===== config.mk =====
export PLATFORM = sky130hd
export DESIGN_NAME = syntax_highlight_classifier_core
export DESIGN_NICKNAME = d
export VERILOG_FILES = /design/src/hw/rtl/shl_pkg.sv /design/src/hw/rtl/syntax_highlight_classifier_core.sv /design/src/hw/rtl/shl_window.sv /design/src/hw/rtl/shl_classify.sv
export SDC_FILE = /design/constraint.sdc
export NUM_CORES = 1
export LEC_CHECK = 0
export BUFFER_PORTS_ARGS = -buffer_cell sky130_fd_sc_hd__buf_2
export CAP_MARGIN = 30
export CORE_ASPECT_RATIO = 0.6
export CORE_MARGIN = 2
export CORE_UTILIZATION = 65
export CTS_CLUSTER_DIAMETER = 200
export DETAILED_ROUTE_END_ITERATION = 8
export MAX_ROUTING_LAYER = met4
export PLACE_DENSITY = 0.82
export SYNTH_ARGS = -nofsm -noshare
export SYNTH_HDL_FRONTEND = slang
export SYNTH_SLANG_ARGS = --single-unit

===== constraint.sdc =====
create_clock -name clk -period 5.3 [get_ports clk]
set_input_delay 0.265 -clock clk [delete_from_list [all_inputs] [get_ports clk]]
set_output_delay 0.265 -clock clk [all_outputs]
set_load 0.03 [all_outputs]

===== src/hw/rtl/shl_pkg.sv =====
// Shared types, constants and helper functions of the syntax highlight classifier.
// No dependencies; every other file of the block imports this package.
`timescale 1ns / 1ps

package shl_pkg;

	localparam int unsigned LOOKAHEAD = 15;
	localparam int unsigned WIN       = LOOKAHEAD + 1;
	localparam int unsigned FILL_W    = $clog2(WIN + 1);
	localparam int unsigned IDX_W     = $clog2(WIN);

	typedef logic [WIN-1:0][7:0] win_t;

	typedef enum logic [2:0] {
		CLS_NORMAL  = 3'd0,
		CLS_COMMENT = 3'd1,
		CLS_KEYWORD = 3'd2,
		CLS_TYPE    = 3'd3,
		CLS_STRING  = 3'd4,
		CLS_NUMBER  = 3'd5
	} token_cls_t;

	// Byte codes with special meaning
	localparam logic [7:0] CH_NUL    = 8'h00;
	localparam logic [7:0] CH_SLASH  = 8'h2F;
	localparam logic [7:0] CH_DASH   = 8'h2D;
	localparam logic [7:0] CH_BSLASH = 8'h5C;
	localparam logic [7:0] CH_DQUOTE = 8'h22;
	localparam logic [7:0] CH_SQUOTE = 8'h27;
	localparam logic [7:0] CH_ZERO   = 8'h30;
	localparam logic [7:0] CH_NINE   = 8'h39;

	// Keyword ROM, searched first hit in this order
	localparam int unsigned NUM_KW    = 11;
	localparam int unsigned KW_MAXLEN = 14;
	localparam int unsigned KW_IW     = $clog2(NUM_KW);
	localparam int unsigned PRE_W     = $clog2(KW_MAXLEN);

	localparam logic [KW_MAXLEN*8-1:0] KW_TEXT [NUM_KW] = '{
		"@sys.disk.read", "@sys", "if", "else", "while", "for", "return",
		"@int", "@str", "@void", "@bool"
	};
	localparam int unsigned KW_LEN [NUM_KW] = '{14, 4, 2, 4, 5, 3, 6, 4, 4, 5, 5};
	localparam token_cls_t KW_CLS [NUM_KW] = '{
		CLS_KEYWORD, CLS_KEYWORD, CLS_KEYWORD, CLS_KEYWORD, CLS_KEYWORD, CLS_KEYWORD,
		CLS_KEYWORD, CLS_TYPE, CLS_TYPE, CLS_TYPE, CLS_TYPE
	};

	// Lexer state carried from one head byte to the next
	typedef struct packed {
		logic [7:0]       open_quote;
		logic             after_sep;
		logic             comment;
		logic [PRE_W-1:0] pre_cnt;
		token_cls_t       pre_cls;
		logic             prev_num;
	} lex_state_t;

	localparam lex_state_t LEX_RESET = '{
		open_quote: 8'h00,
		after_sep:  1'b1,
		comment:    1'b0,
		pre_cnt:    '0,
		pre_cls:    CLS_NORMAL,
		prev_num:   1'b0
	};

	// Window occupancy seen by the handshake logic
	typedef struct packed {
		logic full;
		logic flushing;
		logic nonempty;
		logic last;
	} win_status_t;

	function automatic logic is_sep(input logic [7:0] c);
		logic r;
		r = 1'b0;
		case (c)
			8'h00, 8'h20, 8'h09, 8'h0A, 8'h0B, 8'h0C, 8'h0D: r = 1'b1;
			8'h2C, 8'h2E, 8'h28, 8'h29, 8'h2B, 8'h2D, 8'h2F, 8'h2A: r = 1'b1;
			8'h3D, 8'h7E, 8'h25, 8'h5B, 8'h5D, 8'h3B, 8'h7B, 8'h7D: r = 1'b1;
			default: r = 1'b0;
		endcase
		return r;
	endfunction

	// Keyword j sits at the head of the window and is followed by a separator
	function automatic logic kw_match(input win_t w, input int unsigned j);
		logic hit;
		hit = 1'b1;
		for (int unsigned m = 0; m < KW_MAXLEN; m++) begin
			if (m < KW_LEN[j]) begin
				if (w[m] != KW_TEXT[j][(KW_LEN[j] - 1 - m) * 8 +: 8]) begin
					hit = 1'b0;
				end
			end
		end
		return hit && is_sep(w[IDX_W'(KW_LEN[j])]);
	endfunction

endpackage


===== src/hw/rtl/syntax_highlight_classifier_core.sv =====
// Syntax highlight classifier top level: handshakes, enable register, result register.
// Depends on shl_pkg, shl_window and shl_classify.
//
// Usage:
//  Input channel (in_valid / in_stall) takes one byte of a row per item, with
//  row_end set on the row's final byte. Output channel (out_valid / out_stall)
//  gives one item per input byte, in byte order: token_class and row_done.
//  Throughput is one item per cycle while out_stall is low and no flush runs.
//  A byte's class is registered in the result register once LOOKAHEAD
//  further bytes of the row are held in the window, or during the flush after
//  the row ends. The flush drains the window at one item per cycle while
//  out_stall is low, up to LOOKAHEAD + 1 items; in_stall stays high until the
//  last item of the row is registered, so the next row waits for the drain.
//  cfg_write / cfg_data write highlight_enable; while it reads 0, every class
//  is sent as normal. Write it only when the block is idle.
//  Reset clears the window, the lexer state and the output valid flag, and sets
//  highlight_enable. When out_stall holds the result register full and the
//  window is full, in_stall rises and nothing is lost.
`timescale 1ns / 1ps

module syntax_highlight_classifier_core (
	input  logic       clk,
	input  logic       arst_n,
	input  logic       cfg_write,
	input  logic       cfg_data,
	input  logic       in_valid,
	output logic       in_stall,
	input  logic [7:0] text_byte,
	input  logic       row_end,
	output logic       out_valid,
	input  logic       out_stall,
	output logic [2:0] token_class,
	output logic       row_done
);
	import shl_pkg::*;

	win_t        window;
	win_status_t win_st;
	token_cls_t  head_cls;
	logic        enable_q;
	logic        out_valid_q, row_done_q;
	logic [2:0]  token_class_q;
	logic        out_free, emit, accept;

	// result register can take a new item when empty or being drained
	assign out_free = !out_valid_q || !out_stall;
	// classify the head when the window is full or the row is flushing, and the result register is free
	assign emit     = (win_st.full || (win_st.flushing && win_st.nonempty)) && out_free;
	// hold input during flush and when a full window cannot advance
	assign in_stall = win_st.flushing || (win_st.full && !emit);
	assign accept   = in_valid && !in_stall;

	shl_window u_window (
		.clk       (clk),
		.arst_n    (arst_n),
		.accept    (accept),
		.text_byte (text_byte),
		.row_end   (row_end),
		.emit      (emit),
		.window    (window),
		.status    (win_st)
	);

	shl_classify u_classify (
		.clk      (clk),
		.arst_n   (arst_n),
		.window   (window),
		.advance  (emit),
		.row_last (win_st.last),
		.cls      (head_cls)
	);

	always_ff @(posedge clk or negedge arst_n) begin
		if (!arst_n) begin
			enable_q <= 1'b1;
		end else if (cfg_write) begin
			enable_q <= cfg_data;
		end
	end

	always_ff @(posedge clk or negedge arst_n) begin
		if (!arst_n) begin
			out_valid_q <= 1'b0;
		end else if (out_free) begin
			out_valid_q <= emit;
		end
	end

	// payload: advance only with a new item
	always_ff @(posedge clk) begin
		if (emit) begin
			token_class_q <= enable_q ? head_cls : CLS_NORMAL;
			row_done_q    <= win_st.last;
		end
	end

	assign out_valid   = out_valid_q;
	assign token_class = token_class_q;
	assign row_done    = row_done_q;

`ifndef ASSERT_OFF
	// the last item of a row ends the flush
	a_flush_ends: assert property (@(posedge clk) disable iff (!arst_n)
		emit && win_st.last |=> !win_st.flushing)
		else $error("flush still active after last item of row");

	// a row end that is taken starts the flush
	a_flush_starts: assert property (@(posedge clk) disable iff (!arst_n)
		accept && row_end |=> win_st.flushing)
		else $error("row end accepted without flush");

	// a full window behind a blocked result register takes no byte
	a_no_overrun: assert property (@(posedge clk) disable iff (!arst_n)
		win_st.full && out_valid_q && out_stall |-> in_stall)
		else $error("input accepted into a full window");

	// the row_done item leaves an empty window behind
	a_done_empty: assert property (@(posedge clk) disable iff (!arst_n)
		emit && win_st.last |=> !win_st.nonempty)
		else $error("window not empty after row end");

	// classes stay within the defined codes
	a_class_range: assert property (@(posedge clk) disable iff (!arst_n)
		out_valid_q |-> (token_class_q <= 3'd5))
		else $error("undefined token class");
`endif

endmodule


===== src/hw/rtl/shl_window.sv =====
// Lookahead window of the syntax highlight classifier: byte shift line, fill count, row end.
// Depends on shl_pkg.
`timescale 1ns / 1ps

module shl_window (
	input  logic                clk,
	input  logic                arst_n,
	input  logic                accept,
	input  logic [7:0]          text_byte,
	input  logic                row_end,
	input  logic                emit,
	output shl_pkg::win_t       window,
	output shl_pkg::win_status_t status
);
	import shl_pkg::*;

	win_t              win_q, win_d;
	logic [FILL_W-1:0] fill_q, fill_d;
	logic [IDX_W-1:0]  wr_ptr;
	logic              end_q, end_d;

	assign status.full     = (fill_q == FILL_W'(WIN));
	assign status.flushing = end_q;
	assign status.nonempty = (fill_q != '0);
	assign status.last     = end_q && (fill_q == FILL_W'(1));
	assign window          = win_q;

	always_comb begin
		win_d  = win_q;
		fill_d = fill_q;
		end_d  = end_q;
		// drop the head byte and pull in a zero at the far end
		if (emit) begin
			for (int unsigned i = 0; i < WIN - 1; i++) begin
				win_d[i] = win_q[i+1];
			end
			win_d[WIN-1] = CH_NUL;
			fill_d       = fill_q - FILL_W'(1);
		end
		wr_ptr = fill_d[IDX_W-1:0];
		if (accept) begin
			win_d[wr_ptr] = text_byte;
			fill_d        = fill_d + FILL_W'(1);
			end_d         = row_end;
		end
		if (emit && status.last) begin
			end_d = 1'b0;
		end
	end

	always_ff @(posedge clk or negedge arst_n) begin
		if (!arst_n) begin
			win_q  <= '0;
			fill_q <= '0;
			end_q  <= 1'b0;
		end else begin
			win_q  <= win_d;
			fill_q <= fill_d;
			end_q  <= end_d;
		end
	end

endmodule


===== src/hw/rtl/shl_classify.sv =====
// Head byte classifier: comment, string, number and keyword rules plus the lexer state.
// Depends on shl_pkg.
`timescale 1ns / 1ps

module shl_classify (
	input  logic                clk,
	input  logic                arst_n,
	input  shl_pkg::win_t       window,
	input  logic                advance,
	input  logic                row_last,
	output shl_pkg::token_cls_t cls
);
	import shl_pkg::*;

	lex_state_t       st_q, st_d;
	logic [7:0]       head;
	logic             comment_start, escape, quote, digit;
	logic [NUM_KW-1:0] kw_hit;
	logic [KW_IW-1:0] kw_sel;
	logic             kw_any;

	assign head          = window[0];
	assign comment_start = (head == CH_SLASH) && (window[1] == CH_DASH) && (window[2] == CH_DASH);
	assign escape        = (head == CH_BSLASH) && (window[1] != CH_NUL);
	assign quote         = (head == CH_DQUOTE) || (head == CH_SQUOTE);
	assign digit         = (head >= CH_ZERO) && (head <= CH_NINE);

	// all ROM entries compare in parallel, lowest index wins
	always_comb begin
		for (int unsigned j = 0; j < NUM_KW; j++) begin
			kw_hit[j] = kw_match(window, j);
		end
		kw_sel = '0;
		for (int j = NUM_KW - 1; j >= 0; j--) begin
			if (kw_hit[j]) begin
				kw_sel = KW_IW'(j);
			end
		end
		kw_any = |kw_hit;
	end

	always_comb begin
		st_d = st_q;
		cls  = CLS_NORMAL;
		priority if (st_q.pre_cnt != '0) begin
			cls          = st_q.pre_cls;
			st_d.pre_cnt = st_q.pre_cnt - PRE_W'(1);
		end else if (st_q.comment) begin
			cls = CLS_COMMENT;
		end else if (comment_start) begin
			cls          = CLS_COMMENT;
			st_d.comment = 1'b1;
		end else if (st_q.open_quote != CH_NUL) begin
			cls = CLS_STRING;
			if (escape) begin
				st_d.pre_cnt = PRE_W'(1);
				st_d.pre_cls = CLS_STRING;
			end else if (head == st_q.open_quote) begin
				st_d.open_quote = CH_NUL;
			end
		end else if (quote) begin
			cls             = CLS_STRING;
			st_d.open_quote = head;
			st_d.after_sep  = 1'b0;
		end else if (digit && (st_q.after_sep || st_q.prev_num)) begin
			cls            = CLS_NUMBER;
			st_d.after_sep = 1'b0;
		end else if (st_q.after_sep && kw_any) begin
			// rest of the keyword takes the same class
			cls            = KW_CLS[kw_sel];
			st_d.pre_cls   = KW_CLS[kw_sel];
			st_d.pre_cnt   = PRE_W'(KW_LEN[kw_sel] - 1);
			st_d.after_sep = 1'b0;
		end else begin
			st_d.after_sep = is_sep(head);
		end
		st_d.prev_num = (cls == CLS_NUMBER);
	end

	always_ff @(posedge clk or negedge arst_n) begin
		if (!arst_n) begin
			st_q <= LEX_RESET;
		end else if (advance) begin
			st_q <= row_last ? LEX_RESET : st_d;
		end
	end

endmodule


==> results of run 1 <==
-- sequential cells by signal, summed over array words and instances (netlist names) --
signal and count:
enable_q 1, row_done 1, u_window.fill_q 5, out_valid 1, u_window.end_q 1, u_classify.st_q 18
token_class 3, u_window.window 128
-- Yosys cell counts, types with 6 or more instances --
master	number	share of area
o22ai_1	6	0.0038
buf_2	17	0.0086
dfrtp_1	152	0.38
clkbuf_1	61	0.023
nand3b_1	6	0.0046
and2_1	7	0.0044
mux2i_1	57	0.058
nand4b_1	6	0.0053
nor2b_1	13	0.0082
o21ai_0	94	0.048
nand4_1	17	0.011
nand3_1	30	0.015
ha_1	14	0.018
nor2_1	114	0.043
nor4b_1	14	0.012
xnor2_1	10	0.0089
a31oi_1	74	0.047
nor4bb_1	9	0.0091
nor3_1	13	0.0066
a21oi_1	20	0.010
nor4_1	25	0.016
inv_1	26	0.0099
nand2_1	251	0.095
buf_1	9	0.0034
xor2_1	13	0.012
and4b_1	7	0.0071
-- metal layers --
layer / global-route usage / vias to the layer above
met5: - / -
met4: 0.0892 / 0
met3: 0.143 / 49
met2: 0.487 / 589
met1: 0.576 / 4283
li1: - / 4155
-- logic make-up after synthesis --
logic type,Yosys count,synth area share
compound gates,253,0.165
xor+xnor,23,0.0204
buf+inv,121,0.0523
fa+ha+maj,14,0.0177
flops,158,0.402
simple gates,566,0.284
mux,58,0.0588
-- repair_timing --
action | in CTS | in global routing
setup buffers | 0 | 0
hold buffers | 1 | 0
hold endpoints to repair | 9 | 0
-- through the flow --
step,util,hold slack (ns),setup slack (ns)
3_5_place_dp,0.674,0.465,1.15
5_1_grt,0.718,0.0697,0.735
3_3_place_gp,0.674,0.467,1.37
4_1_cts,0.716,0.0643,1.13
2_1_floorplan,-,-0.0306,1.98
6_report,0.718,0.0706,0.981
-- final cells by class --
type                            count  share of cell area
Timing Repair Buffer               29              0.0187
Multi-Input combinational cell    914               0.513
Clock buffer                       17              0.0404
Sequential cell                   158               0.378
Tap cell                          198              0.0235
Clock inverter                     15              0.0173
Inverter                           27             0.00986
-- report_power, final --
group	internal [W]	switching, W
Clock	0.000643	0.000626
Sequential	0.00164	0.000725
Combinational	0.000863	0.00135
Total	0.00314	0.00270
-- how the worst min path moves through the flow --
stage | start | endpoint | depth (start not counted)
2_1_floorplan | arst_n | out_valid | 0
5_1_grt | cfg_data | enable_q | 2
4_1_cts | cfg_data | enable_q | 2
6_report | cfg_data | enable_q | 2
3_5_place_dp | arst_n | u_window.window[125] | 1
3_3_place_gp | arst_n | u_window.window[122] | 1
==> impl_results.md, run 1 <==
- Outcome: complete, no violations
- CTS resizes: 0
- Setup-failing EPs final: 0
- Crit-path max FO: 14
- First-pass GRT wire length: 46,900 um
- R2R depth: 13
- Nets@finish: ~1,200
- Total GRT Usage: 0.385
- Detailed Routing Iterations Pass 1: 6
- Total gr overflow: 0
- Final Cell Area: between 10,000 and 15,000 um2
- Total wire length: 28,900 um
- # clock sinks: ~160
- Layout cells sized above 1: 0.0784
- Area after DPL: ~10000 um2
- Total power: ~0.006 W
- Crit path to: u_classify.st_q[5]
- Warnings from Yosys: 0
- Io pins: 21
- RSZ-0062 raised after global routing: false
- Mean post-synth cell area: a little over 8 um2
- Max Clock Freq: 0.232 GHz
- CP startpoint kind: flip-flop
- Worst relative slew slack: 0.288
- Metal2 WL: approximately 11,000 um
- Die Area: around 16,000 um2
- Die height: 99.5 um
- CP top delay family: simple AND/OR/NAND/NOR gates
- Max rail drop VDD: slightly above 400 uV
- FF+latch count, synth: 158
- Non-Filler Instances: approximately 1,400
- Library cells used by synthesis: 92
- Tmin final: approximately 4.3 ns
- CTS tree: done
- Arr. time, crit path: between 4 and 5 ns
- Die Width: around 160 um
- Antenna-violating nets left: 0
- Worst path bufs/invs: 1
- Critical Path Source: u_window.window[0]
- Layout fillers: around 1,100
- Synthesized area: 9890 um2
- Most common cell after layout, fill and taps aside: nand2_1
- Worst r2r src: u_window.window[0]
- CORE AREA: roughly 15,000 um2
- # H-tree levels: 4
- DRC: 0
- CP max stage delay: between 0.7 and 0.8 ns
- Clock insertion delay at the later pin of the skew report: 0.44 ns
- DP Wirelength: between 15,000 and 20,000 um
- Setup TNS: 0 ns
- PD cells: approximately 550 nW/um2
- Initial antenna violation count: 0
- CTS clk-pin slew, worst paths: about 0.070 ns
- Uppermost layer routed: met4
- # port buffers: 20
- Critical path class: reg -> reg
- Placer congestion estimate: roughly 1
- Syn Inst Count: roughly 1,200
- Seq/Total Area, Yosys: 0.402
- CTS root buf: clkbuf_16
- Area of the multi-input gates: around 5400 um2
- Crit. End Element: flip-flop
- WL met3: ~4300 um
- Ant diodes: 0
- Syn-to-layout area delta: 6.49%
- Via density: approximately 6.7
- Avg WL per Cell: 21.2 um
- Reg2Reg Setup Slack: approximately 1 ns
- DRT iter0 DRCs: 1,321
- Post-synth top flop: dfrtp_1
- Lkg Pwr: roughly 4.3 nW
- Hold crit path type: in -> reg
- Commonest cells after routing, fill and taps aside: nand2_1, dfrtp_1, nor2_1
- Req. time, crit path: between 5 and 6 ns
- Post-synth EDFFs: 4
- Post-synthesis async set-or-reset flop share: 0.975
- Row count: 34
- Fin. Hold Viols: 0
- Critical path, cell by cell: nor4b_1, nand4_1, nor4_1, nand2_1, and4_4, or2_1, ha_1, inv_1, o22a_1, ha_1, nor4_1, o21ai_0, o21ai_0
- Fin Clk Skew: about 0.013 ns
- Slew at the pin closest to its max-slew limit: 1.06 ns
- Vias in the first global route: approximately 8,400
- Largest net degree at the start of global routing: between 100 and 150
- Critical Path Stages: 13
- CTS buffer count: 17
- RR Endpoint: u_classify.st_q[5]
- Met1 WL: 13,000 um
- Max Cap Viol: 0
- Crit share post-route: 0.815
- Syn Nets: around 1,200
- Total via count in the routed design: a little over 9,000
- Worst-case clock buffer depth: 2
- Critical path's slowest cell: nor4_1
- Initial Util: 0.674
- Post-Place Cells: 1,324
- Seq. cell area: about 4000 um2
- Slew Viols, Final: 0
No activity file was read; power rests on OpenSTA's default activity.
==> inputs of run 2 (changes only) <==
Settings changed: CORE_UTILIZATION 65 to 58, PLACE_DENSITY 0.82 to 0.78.
Clock period 5.3 ns to 3.9 ns, I/O delays scaled along.
==> run 2 against run 1 <==
Compared with the run above: die area grew 12%; critical path type unchanged; maximum frequency grew 14%; critical path depth is the same; utilization shrank 5.6 points; clock skew shrank 0.0027 ns; via count grew 1.9%; non-clock buffer count grew 40; setup slack lost 0.87 ns; highest routed layer unchanged.
==> impl_results.md, run 2 (synthesized netlist as in run 1, its figures left out) <==
- Part of the power in registers: 0.384
- Seq. cell area: 3980 um2
- P_int: 0.00437 W
- Hold crit path type: in -> reg
- Setup TNS: 0 ns
- Req. time, crit path: approximately 4.3 ns
- Max Clock Freq: around 0.26 GHz
- Critical Path Source: u_window.window[31]
- Gate power share: 0.417
- Critical path class: reg -> reg
- PD cells: between 700 and 800 nW/um2
- # port buffers: 20
- Crit-path max FO: 7
- Total wire length: 29,600 um
- Layout fillers: 1,392
- Total gr overflow: 0
- Worst r2r src: u_window.window[31]
- Net Sw Power: roughly 0.0036 W
- Worst-case clock buffer depth: 2
- # clock sinks: roughly 160
- Fin. Hold Viols: 0
- Crit path to: u_classify.st_q[5]
- Tmin final: 3.78 ns
- Avg WL per Cell: between 20 and 25 um
- Total via count in the routed design: slightly above 9,000
- Clk pwr share: 0.199
- Worst relative slew slack: 0.515
- Initial antenna violation count: 0
- Sw Ratio: 0.451
- Clock insertion delay at the later pin of the skew report: ~0.45 ns
- Layout cells sized above 1: 0.114
- Routing usage on met2: 0.417
- Reg2Reg Setup Slack: 0.12 ns
- Syn-to-layout area delta: 9.98%
- Ant diodes: 0
- CTS tree: done
- Vias in the first global route: 8,303
- WHS Path Cells: 3
- Placer congestion estimate: about 1.0
- Total GRT Usage: 0.343
- Slew Viols, Final: 0
- Antenna-violating nets left: 0
- Max Cap Viol: 0
- R2R depth: 13
- Crit. End Element: flip-flop
- Critical path, cell by cell: nand4bb_1, or4_1, a2111oi_4, o211ai_2, and4_4, or2_1, ha_1, inv_1, o22a_1, ha_1, nor4_1, o21ai_0, o21ai_0
- Area of the multi-input gates: 5460 um2
- Crit share post-route: 0.970
- Die Area: ~18,000 um2
- Slew at the pin closest to its max-slew limit: 0.721 ns
- # H-tree levels: 4
- CORE AREA: about 16,000 um2
- Largest net degree at the start of global routing: roughly 120
- DRT iter0 DRCs: 1,179
- Most common cell after layout, fill and taps aside: nand2_1
- Row count: 36
- CP startpoint kind: flip-flop
- DRC: 0
- RSZ-0062 raised after global routing: true
- Critical path's slowest cell: or4_1
- Commonest cells after routing, fill and taps aside: nand2_1, dfrtp_1, nor2_1
- Initial Util: 0.602
- Max rail drop VDD: ~440 uV
- Total power: 0.00796 W
- Die height: 105 um
- CTS clk-pin slew, worst paths: 0.07 ns
- Max reg flops: about 130
- First-pass GRT wire length: 47,100 um
- CP max stage delay: between 0.6 and 0.7 ns
- Met1 Use GR: 0.533
- Outcome: complete, no violations
- RR Endpoint: u_classify.st_q[5]
- Via density: between 6 and 7
- Grt peak-use layer: met1
- Lkg Pwr: approximately 4.5 nW
- Die Width: between 150 and 200 um
- Arr. time, crit path: around 4.2 ns
- Fin Clk Skew: roughly 0.011 ns
- Nets@finish: around 1,200
- CTS root buf: clkbuf_16
- M3 GR Usage: 0.121
- CTS buffer count: 17
- Io pins: 21
- Setup-failing EPs final: 0
- DP Wirelength: between 20,000 and 25,000 um
- Detailed Routing Iterations Pass 1: 5
[run 2: changes by cell type in the layout (fill, tap and decap cells not counted), sizes merged]
cell | before | now
buf | 28 | 66
clkbuf | 17 | 18
clkinvlp | 1 | 3
dlygate4sd3 | 1 | 3
inv | 36 | 32
[run 2: timing repair]
action                                  4_1_cts  5_1_grt
hold buffers                                  3        0
setup buffers                                 0        0
hold endpoints to repair                     56        0
endpoints found under the setup margin        0       37
gates resized for setup                       0       11
[run 2: through the flow]
| stage | utilization | cell area, um2 | std cells | hold WS [ns] | setup slack [ns] |
|---|---|---|---|---|---|
| after floorplan | - | 9890 | 1193 | -0.101 | 0.581 |
| after global placement | 0.622 | 10200 | 1392 | 0.413 | 0.314 |
| after global routing | 0.662 | 10900 | 1427 | 0.0529 | -0.0776 |
| final | 0.662 | 10900 | 1427 | 0.0296 | 0.116 |
| after CTS | 0.658 | 10800 | 1427 | 0.0244 | 0.199 |
| after detailed placement | 0.623 | 10200 | 1393 | 0.0781 | 0.249 |
[run 2: area by class of cell]
cell class | count | share of cell area
Clock buffer | 18 | 0.0395
Clock inverter | 13 | 0.00989
Inverter | 27 | 0.00955
Multi-Input combinational cell | 914 | 0.502
Sequential cell | 158 | 0.366
Tap cell | 228 | 0.0262
Timing Repair Buffer | 69 | 0.0473
[run 2: power groups by stage]
stage                     Sequential (W)  Combinational [W]  Clock [W]
final                            0.00306            0.00331    0.00159
after global routing             0.00313            0.00363    0.00166
after CTS                        0.00300            0.00320    0.00160
after detailed placement         0.00302            0.00319          0
after global placement           0.00300            0.00312          0
after floorplan                  0.00267            0.00257          0
[run 2: worst min path at each step]
stage	start	endpoint	slack [ns]
after floorplan	arst_n	out_valid	-0.10
after global placement	arst_n	u_window.window[62]	0.41
after detailed placement	arst_n	u_window.window[73]	0.08
after CTS	row_end	u_window.end_q	0.02
after global routing	row_end	u_window.end_q	0.05
final	row_end	u_window.end_q	0.03
[run 2: per-layer routing]
| layer | routed length (um) | share of wire |
|---|---|---|
| met3 | 4000 | 0.13 |
| met2 | 11300 | 0.38 |
| met1 | 14100 | 0.47 |
| met5 | 0 | 0 |
| met4 | 265 | 0.0089 |
[run 2: critical path: cells and delay by family, from the launching register on]
kind,cells,cell delay [ns]
and+or+nand+nor,5,1.71
DFF,1,0.48
buffers and inverters,1,0.04
adders and majority gates,2,0.58
AOI/OAI and AO/OA,5,0.89
